===== src/rtl/plc_pkg.sv =====
// Shared types and codes for the positional circular list engine.
package plc_pkg;

  // Operation codes carried on the request tuser
  typedef enum logic [2:0] {
    OP_RESET     = 3'd0,
    OP_INS_FRONT = 3'd1,
    OP_INS_END   = 3'd2,
    OP_INS_POS   = 3'd3,
    OP_DEL_FRONT = 3'd4,
    OP_DEL_END   = 3'd5,
    OP_DEL_POS   = 3'd6,
    OP_DISPLAY   = 3'd7
  } op_t;

  // Result status codes
  typedef enum logic [1:0] {
    ST_OK     = 2'd0,
    ST_BADPOS = 2'd1,
    ST_EMPTY  = 2'd2,
    ST_FULL   = 2'd3
  } status_t;

  // Field widths
  localparam int unsigned OP_W    = 3;
  localparam int unsigned VALUE_W = 32;
  localparam int unsigned POS_W   = 8;
  localparam int unsigned STAT_W  = 2;
  localparam int unsigned IN_W    = 40;
  localparam int unsigned OUT_W   = 40;

endpackage


===== src/rtl/plc_ram.sv =====
// Generic single-write, single-read RAM with registered read data.
module plc_ram #(
  parameter int unsigned WIDTH = 32,
  parameter int unsigned DEPTH = 16
) (
  input  logic                     clk,
  input  logic                     we,
  input  logic [$clog2(DEPTH)-1:0] waddr,
  input  logic [WIDTH-1:0]         wdata,
  input  logic                     re,
  input  logic [$clog2(DEPTH)-1:0] raddr,
  output logic [WIDTH-1:0]         rdata
);

  logic [WIDTH-1:0] mem [DEPTH];

  // Write port and registered read port
  always_ff @(posedge clk) begin
    if (we) begin
      mem[waddr] <= wdata;
    end
    if (re) begin
      rdata <= mem[raddr];
    end
  end

endmodule


===== src/rtl/positional_circular_list_engine_top.sv =====
// Top level of the positional circular list engine.
//
// Keeps an ordered list of up to CAPACITY signed 32-bit values in one RAM.
// Requests arrive on the s_ channel: opcode in s_tuser, value and one-based
// position in s_tdata. Results leave on the m_ channel: status and element
// in m_tdata, with m_tlast on the final result of each request.
// One request is in flight at a time; s_tready is high only while idle,
// which is the cycle after the final result of a request is loaded.
// Edits run on a small sequencer around the single RAM port pair, moving
// one element at a time (a read, then a write of the element one place over).
// Reset to one and the inserts shift, then write the new value; deletes
// shift only, and an end delete moves no element.
// Display reads each element from the RAM, then loads it as a result.
// Errors (bad position, empty, full) go straight to the result with no change.
// The result register lets the next request be taken while the last
// result still waits; a stalled receiver holds m_tdata and stalls the
// sequencer only when a new result is due.
// Synchronous reset empties the list at once; RAM contents stay undefined
// and are never read before being written.
module positional_circular_list_engine_top #(
  parameter int unsigned CAPACITY = 16
) (
  input  logic                       clk,
  input  logic                       rst,
  input  logic                       s_tvalid,
  output logic                       s_tready,
  input  logic [plc_pkg::IN_W-1:0]   s_tdata,   // value[31:0], position[39:32]
  input  logic [plc_pkg::OP_W-1:0]   s_tuser,   // opcode[2:0]
  output logic                       m_tvalid,
  input  logic                       m_tready,
  output logic [plc_pkg::OUT_W-1:0]  m_tdata,   // status[1:0], element[33:2], zero[39:34]
  output logic                       m_tlast
);

  localparam int unsigned AW = (CAPACITY > 1) ? $clog2(CAPACITY) : 1;
  localparam int unsigned LW = $clog2(CAPACITY + 1);
  localparam int unsigned CW = ((LW > plc_pkg::POS_W) ? LW : plc_pkg::POS_W) + 1;

  typedef enum logic [3:0] {
    S_IDLE, S_ISH_RD, S_ISH_WR, S_PUT, S_DSH_RD, S_DSH_WR, S_RESP, S_DRD, S_DOUT
  } state_t;

  state_t                         state;
  logic [LW-1:0]                  length;
  logic [LW-1:0]                  len_new;
  logic [LW-1:0]                  cur;
  logic [LW-1:0]                  tgt;
  logic [plc_pkg::VALUE_W-1:0]    val;
  plc_pkg::status_t               rsp_status;
  plc_pkg::status_t               out_status;
  logic [plc_pkg::VALUE_W-1:0]    out_element;

  // Request decode
  plc_pkg::op_t                   op;
  logic [plc_pkg::VALUE_W-1:0]    in_value;
  logic [CW-1:0]                  pos_x;
  logic [CW-1:0]                  len_x;
  logic [LW-1:0]                  pos_idx;
  logic                           full;
  logic                           empty;
  plc_pkg::status_t               d_status;
  state_t                         d_state;
  logic [LW-1:0]                  d_cur;
  logic [LW-1:0]                  d_tgt;
  logic [LW-1:0]                  d_len;

  // Shared pointer arithmetic
  logic [LW-1:0]                  cur_inc;
  logic [LW-1:0]                  cur_dec;
  logic [LW-1:0]                  cur_inc2;
  logic                           out_free;
  logic                           res_load;

  // RAM port controls
  logic                           ram_we;
  logic [AW-1:0]                  ram_waddr;
  logic [plc_pkg::VALUE_W-1:0]    ram_wdata;
  logic                           ram_re;
  logic [AW-1:0]                  ram_raddr;
  logic [plc_pkg::VALUE_W-1:0]    ram_rdata;

  assign s_tready = (state == S_IDLE);
  assign m_tdata  = {{(plc_pkg::OUT_W - plc_pkg::VALUE_W - plc_pkg::STAT_W){1'b0}},
                     out_element, out_status};
  assign out_free = !m_tvalid || m_tready;
  assign res_load = ((state == S_RESP) || (state == S_DOUT)) && out_free;

  assign op       = plc_pkg::op_t'(s_tuser);
  assign in_value = s_tdata[plc_pkg::VALUE_W-1:0];
  assign pos_x    = CW'(s_tdata[plc_pkg::VALUE_W +: plc_pkg::POS_W]);
  assign len_x    = CW'(length);
  assign pos_idx  = LW'(pos_x - CW'(1));
  assign full     = (length == LW'(CAPACITY));
  assign empty    = (length == '0);

  assign cur_inc  = cur + LW'(1);
  assign cur_dec  = cur - LW'(1);
  assign cur_inc2 = cur_inc + LW'(1);

  // Check the request and pick the first sequencer step
  always_comb begin
    d_status = plc_pkg::ST_OK;
    d_state  = S_RESP;
    d_cur    = '0;
    d_tgt    = '0;
    d_len    = length;
    unique case (op) inside
      plc_pkg::OP_RESET: begin
        d_state = S_PUT;
        d_len   = LW'(1);
      end
      plc_pkg::OP_INS_FRONT, plc_pkg::OP_INS_END, plc_pkg::OP_INS_POS: begin
        if (op == plc_pkg::OP_INS_FRONT) begin
          d_tgt = '0;
        end else if (op == plc_pkg::OP_INS_END) begin
          d_tgt = length;
        end else begin
          d_tgt = pos_idx;
        end
        if (op == plc_pkg::OP_INS_POS && (pos_x == '0 || pos_x > len_x + CW'(1))) begin
          d_status = plc_pkg::ST_BADPOS;
        end else if (full) begin
          d_status = plc_pkg::ST_FULL;
        end else begin
          d_cur   = length;
          d_len   = length + LW'(1);
          d_state = (length > d_tgt) ? S_ISH_RD : S_PUT;
        end
      end
      plc_pkg::OP_DEL_FRONT, plc_pkg::OP_DEL_END, plc_pkg::OP_DEL_POS: begin
        if (op == plc_pkg::OP_DEL_FRONT) begin
          d_cur = '0;
        end else if (op == plc_pkg::OP_DEL_END) begin
          d_cur = length - LW'(1);
        end else begin
          d_cur = pos_idx;
        end
        if (op != plc_pkg::OP_DEL_POS && empty) begin
          d_status = plc_pkg::ST_EMPTY;
        end else if (op == plc_pkg::OP_DEL_POS && pos_x == CW'(1) && empty) begin
          d_status = plc_pkg::ST_EMPTY;
        end else if (op == plc_pkg::OP_DEL_POS && (pos_x == '0 || pos_x > len_x)) begin
          d_status = plc_pkg::ST_BADPOS;
        end else begin
          d_len   = length - LW'(1);
          d_state = (d_cur + LW'(1) < length) ? S_DSH_RD : S_RESP;
        end
      end
      plc_pkg::OP_DISPLAY: begin
        if (empty) begin
          d_status = plc_pkg::ST_EMPTY;
        end else begin
          d_state = S_DRD;
        end
      end
      default: begin
        d_state = S_RESP;
      end
    endcase
  end

  // Drive the RAM from the sequencer step
  always_comb begin
    ram_we    = 1'b0;
    ram_waddr = cur[AW-1:0];
    ram_wdata = ram_rdata;
    ram_re    = 1'b0;
    ram_raddr = cur[AW-1:0];
    unique case (state)
      S_ISH_RD: begin
        ram_re    = 1'b1;
        ram_raddr = cur_dec[AW-1:0];
      end
      S_ISH_WR, S_DSH_WR: begin
        ram_we = 1'b1;
      end
      S_PUT: begin
        ram_we    = 1'b1;
        ram_waddr = tgt[AW-1:0];
        ram_wdata = val;
      end
      S_DSH_RD: begin
        ram_re    = 1'b1;
        ram_raddr = cur_inc[AW-1:0];
      end
      S_DRD: begin
        ram_re = 1'b1;
      end
      default: begin
        ram_we = 1'b0;
      end
    endcase
  end

  // Sequencer, list length and result register
  always_ff @(posedge clk) begin
    if (rst) begin
      state    <= S_IDLE;
      length   <= '0;
      m_tvalid <= 1'b0;
    end else begin
      if (res_load) begin
        m_tvalid <= 1'b1;
      end else if (m_tvalid && m_tready) begin
        m_tvalid <= 1'b0;
      end
      unique case (state)
        S_IDLE: begin
          if (s_tvalid) begin
            state      <= d_state;
            cur        <= d_cur;
            tgt        <= d_tgt;
            len_new    <= d_len;
            val        <= in_value;
            rsp_status <= d_status;
          end
        end
        S_ISH_RD: begin
          state <= S_ISH_WR;
        end
        S_ISH_WR: begin
          cur   <= cur_dec;
          state <= (cur_dec > tgt) ? S_ISH_RD : S_PUT;
        end
        S_PUT: begin
          state <= S_RESP;
        end
        S_DSH_RD: begin
          state <= S_DSH_WR;
        end
        S_DSH_WR: begin
          cur   <= cur_inc;
          state <= (cur_inc2 < length) ? S_DSH_RD : S_RESP;
        end
        S_RESP: begin
          if (out_free) begin
            length      <= len_new;
            out_status  <= rsp_status;
            out_element <= '0;
            m_tlast     <= 1'b1;
            state       <= S_IDLE;
          end
        end
        S_DRD: begin
          state <= S_DOUT;
        end
        S_DOUT: begin
          if (out_free) begin
            out_status  <= plc_pkg::ST_OK;
            out_element <= ram_rdata;
            m_tlast     <= (cur_inc == length);
            cur         <= cur_inc;
            state       <= (cur_inc == length) ? S_IDLE : S_DRD;
          end
        end
        default: begin
          state <= S_IDLE;
        end
      endcase
    end
  end

  plc_ram #(
    .WIDTH (plc_pkg::VALUE_W),
    .DEPTH (CAPACITY)
  ) u_cells (
    .clk   (clk),
    .we    (ram_we),
    .waddr (ram_waddr),
    .wdata (ram_wdata),
    .re    (ram_re),
    .raddr (ram_raddr),
    .rdata (ram_rdata)
  );

endmodule


===== config.mk =====
export PLATFORM = sky130hd
export DESIGN_NAME = positional_circular_list_engine_top
export DESIGN_NICKNAME = d
export VERILOG_FILES = /design/src/rtl/plc_pkg.sv /design/src/rtl/plc_ram.sv /design/src/rtl/positional_circular_list_engine_top.sv
export SDC_FILE = /design/constraint.sdc
export NUM_CORES = 1
export LEC_CHECK = 0
export ABC_AREA = 1
export ABC_CLOCK_PERIOD_IN_PS = 5000
export BUFFER_PORTS_ARGS = -buffer_cell sky130_fd_sc_hd__buf_2
export CORE_MARGIN = 3
export CORE_UTILIZATION = 49
export DETAILED_ROUTE_END_ITERATION = 8
export PLACE_DENSITY = 0.61
export SYNTH_ARGS = -nofsm -noshare
export SYNTH_HDL_FRONTEND = slang
export SYNTH_SLANG_ARGS = --single-unit

===== constraint.sdc =====
create_clock -name clk -period 5 [get_ports clk]
set_input_delay 0.5 -clock clk [delete_from_list [all_inputs] [get_ports clk]]
set_output_delay 0.5 -clock clk [all_outputs]
set_load 0.03 [all_outputs]

==> summary.txt <==
Routing
  – Post-route antenna net violation count: 0
  – Met3 WL post-DR: 4190 um
  – Metal-1 WL: around 29000 um
  – Initial DRC count: 1840
  – Drt total wl: 66500 um
  – Max Used Layer: met4
  – Vias: 17094
  – Vias per cell: 5.89
  – Drc violations: 0
  – Met2 WL: 31700 um
  – Initial DRT Pass Iterations: 5
  – Per-cell routed wire length: 22.9 um

GRT
  – Largest net degree at the start of global routing: around 110
  – First-pass GRT wire length: 102000 um
  – Total congestion overflow: 0
  – Tot GR Track Use: between 20% and 30%
  – Antenna violations before repair: 0
  – Vias in the first global route: 16867

Logic synthesis
  – Count of cell types in the netlist: 42
  – Top-area cell type share of the netlist area: 70.9%
  – Mapped Avg Cell Area: between 10 and 15 um^2
  – Synth Register Bits: 638
  – Register area share after synthesis: 71.6%
  – Cell Area, Synth: 26600 um^2
  – Ys async rst share: 0%
  – Main synth FF type: edfxtp_1
  – Synth area leader: edfxtp_1
  – Post-synth EDFFs: 628
  – Area contributors post-synth: edfxtp_1, nor2_1, o21ai_0
  – Cells after synthesis: between 2000 and 2500
  – Yosys warnings: 0

Power and ir drop
  – Comb pwr share: 39.0%
  – Cell Int Power: 0.0124 W
  – Clk pwr share: 23.7%
  – P_sw: 0.00794 W
  – Pwr/cell area: 678 nW/um^2
  – Sw frac: 39.1%
  – Peak VDD IR: 0.000568 V
  – Sequential power share: approximately 37%
  – Leak Pwr: 10.3 nW
  – Overall Power: 0.0203 W

Critical path
  – CP Data Required Time: 5.45 ns
  – CP max FO: 10
  – Worst path bufs/invs: 1
  – CP Launch Type: flop
  – CP top delay family: compound AO/OA/AOI/OAI gates
  – Critical path type: flop to flop
  – WP data arrival: 3.81 ns
  – CP cell instances: inv_1 > ha_1 > xor2_1 > o21ai_0 > nor2_1 > nand2_1 > xor2_1 > ha_1 > a21oi_1 > o21ai_0 > a21oi_1 > nand4_1 > nand2_1 > nand3_1 > nand2_1 > nand2_1 > nand2_1 > a21oi_1
  – Crit path largest cell delay: approximately 0.57 ns
  – Worst Setup End Kind: flop
  – CP most frequent cell: nand2_1
  – Crit-path slowest cell: dfxtp_1

Min path
  – Hold/Removal Path Class: primary input to flop

Timing
  – Final setup fails: 0
  – Rel. slew slack: 16.2%
  – Final hold violations: 0
  – Max Slew Vio Count: 0
  – Fin crit share: between 60% and 70%
  – Setup TNS: 0 ns
  – Slew @ Worst Pin: 1.26 ns
  – Fmax: 0.297 GHz
  – Final setup skew: 0.0232 ns
  – Final WS setup: approximately 1.6 ns
  – Fin crit period: 3.36 ns
  – Unrepaired setup endpoints after global routing: false

Clocking
  – Post-CTS sizing: 0
  – CTS buffer count: 67
  – CTS Buffer Depth: 3
  – H-tree levels: 3
  – Clk_lat worst skew: about 0.60 ns
  – Clock Sinks: 638
  – Root buf cell: clkbuf_16
  – TritonCTS clock tree: done
  – Setup bufs post-CTS: 0
  – Hold Buf Count CTS: 0
  – Clock slew at reported path FFs: 0.06 ns

Layout
  – Layout area overhead: 12.5%
  – Nets: 2255
  – FILL cells: 4387
  – Leading cell type in the layout, fill and taps excluded: edfxtp_1
  – Share of cells above drive strength 1: a little under an eighth
  – Final Util: 56.3%
  – Commonest non-fill, non-tap cells in the layout: edfxtp_1, nor2_1, o21ai_0, nand2_1, inv_1
  – ANT cells: 0

Run
  – Max cap viols: 0

Floorplan
  – Initial Util: 50.0%
  – Die area: 57100 um^2
  – Core Footprint: 53200 um^2
  – DIE HEIGHT: 239 um
  – Ports: 90
  – Site row count: 84
  – Die W: 239 um

Place
  – DP HPWL: ~36000 um
  – Routability cong.: 0.903
  – Port Buffers: 83
  – Worst slack, placed: ~1.7 ns

Run status
  – Status: finished, final reports clean
## layout make-up
class	instances	area (um^2)	share of cell area, %
Inverter	120	455	1.52
Tap cell	688	861	2.88
Timing Repair Buffer	125	793	2.65
Clock buffer	86	1810	6.05
Multi-Input combinational cell	1214	6680	22.3
Clock inverter	33	284	0.949
Sequential cell	638	19100	63.7
## registers in the layout, summed over array words and instances, names as in the netlist
signal         count
length             5
val               32
tgt                5
cur                5
u_cells.rdata     32
len_new            5
out_element       32
state              4
u_cells.mem      512
rsp_status         2
out_status         2
m_tlast            1
m_tvalid           1
## routing by layer
layer | global-route usage (%) | vias up
met3 | 3.47 | 109
met5 | 0 | -
met4 | 6.32 | 0
met1 | 33.0 | 8532
met2 | 38.5 | 597
li1 | - | 7856
## power groups by stage
stage	sequential [W]	combinational (W)	clock [W]
finish	0.00758	0.00791	0.00480
global route	0.00762	0.00883	0.00510
CTS	0.00758	0.00793	0.00488
detailed placement	0.00768	0.00789	0
global placement	0.00767	0.00777	0
floorplan	0.00763	0.00553	0
## synth_stat cells (all sizes together) (7+ instances only)
| library cell | count |
|---|---|
| a211oi | 8 |
| a21oi | 58 |
| buf | 67 |
| clkbuf | 61 |
| dfxtp | 10 |
| edfxtp | 628 |
| ha | 42 |
| inv | 119 |
| nand2 | 136 |
| nand3 | 32 |
| nor2 | 366 |
| nor3 | 7 |
| o211ai | 101 |
| o21ai | 284 |
| o21bai | 31 |
| o221ai | 41 |
| o22ai | 65 |
| xor2 | 15 |
## path summary, 6_finish.rpt
check	endpoint	cells past startpoint	startpoint	slack [ns]
worst min-delay path	val[10]	1	s_tdata[10]	0.08
worst max register to register	state[1]	18	length[0]	1.64
worst min register to register	out_status[0]	2	rsp_status[0]	0.55
worst max-delay path	state[1]	18	length[0]	1.64
## stage by stage
step | hold slack (ns) | area [um^2] | cells
after floorplan | 0.519 | 26600 | 2100
after global placement | 0.532 | 27800 | 2785
after detailed placement | 0.537 | 27800 | 2785
after CTS | 0.0447 | 29900 | 2904
after global routing | 0.0621 | 29900 | 2904
final | 0.0772 | 29900 | 2904
## cells by family (layout without fill, tap and decap cells)
| group | count (synthesis) | after routing | synth area share, % |
|---|---|---|---|
| other cells | 1 | 6 | 0.0141 |
| buf+inv | 248 | 364 | 4.05 |
| simple gates | 550 | 550 | 8.18 |
| compound gates | 596 | 596 | 13.5 |
| xor+xnor | 20 | 20 | 0.658 |
| flops | 638 | 638 | 71.6 |
| fa+ha+maj | 42 | 42 | 1.97 |
Note: power is estimated with default switching activity, not from simulation.
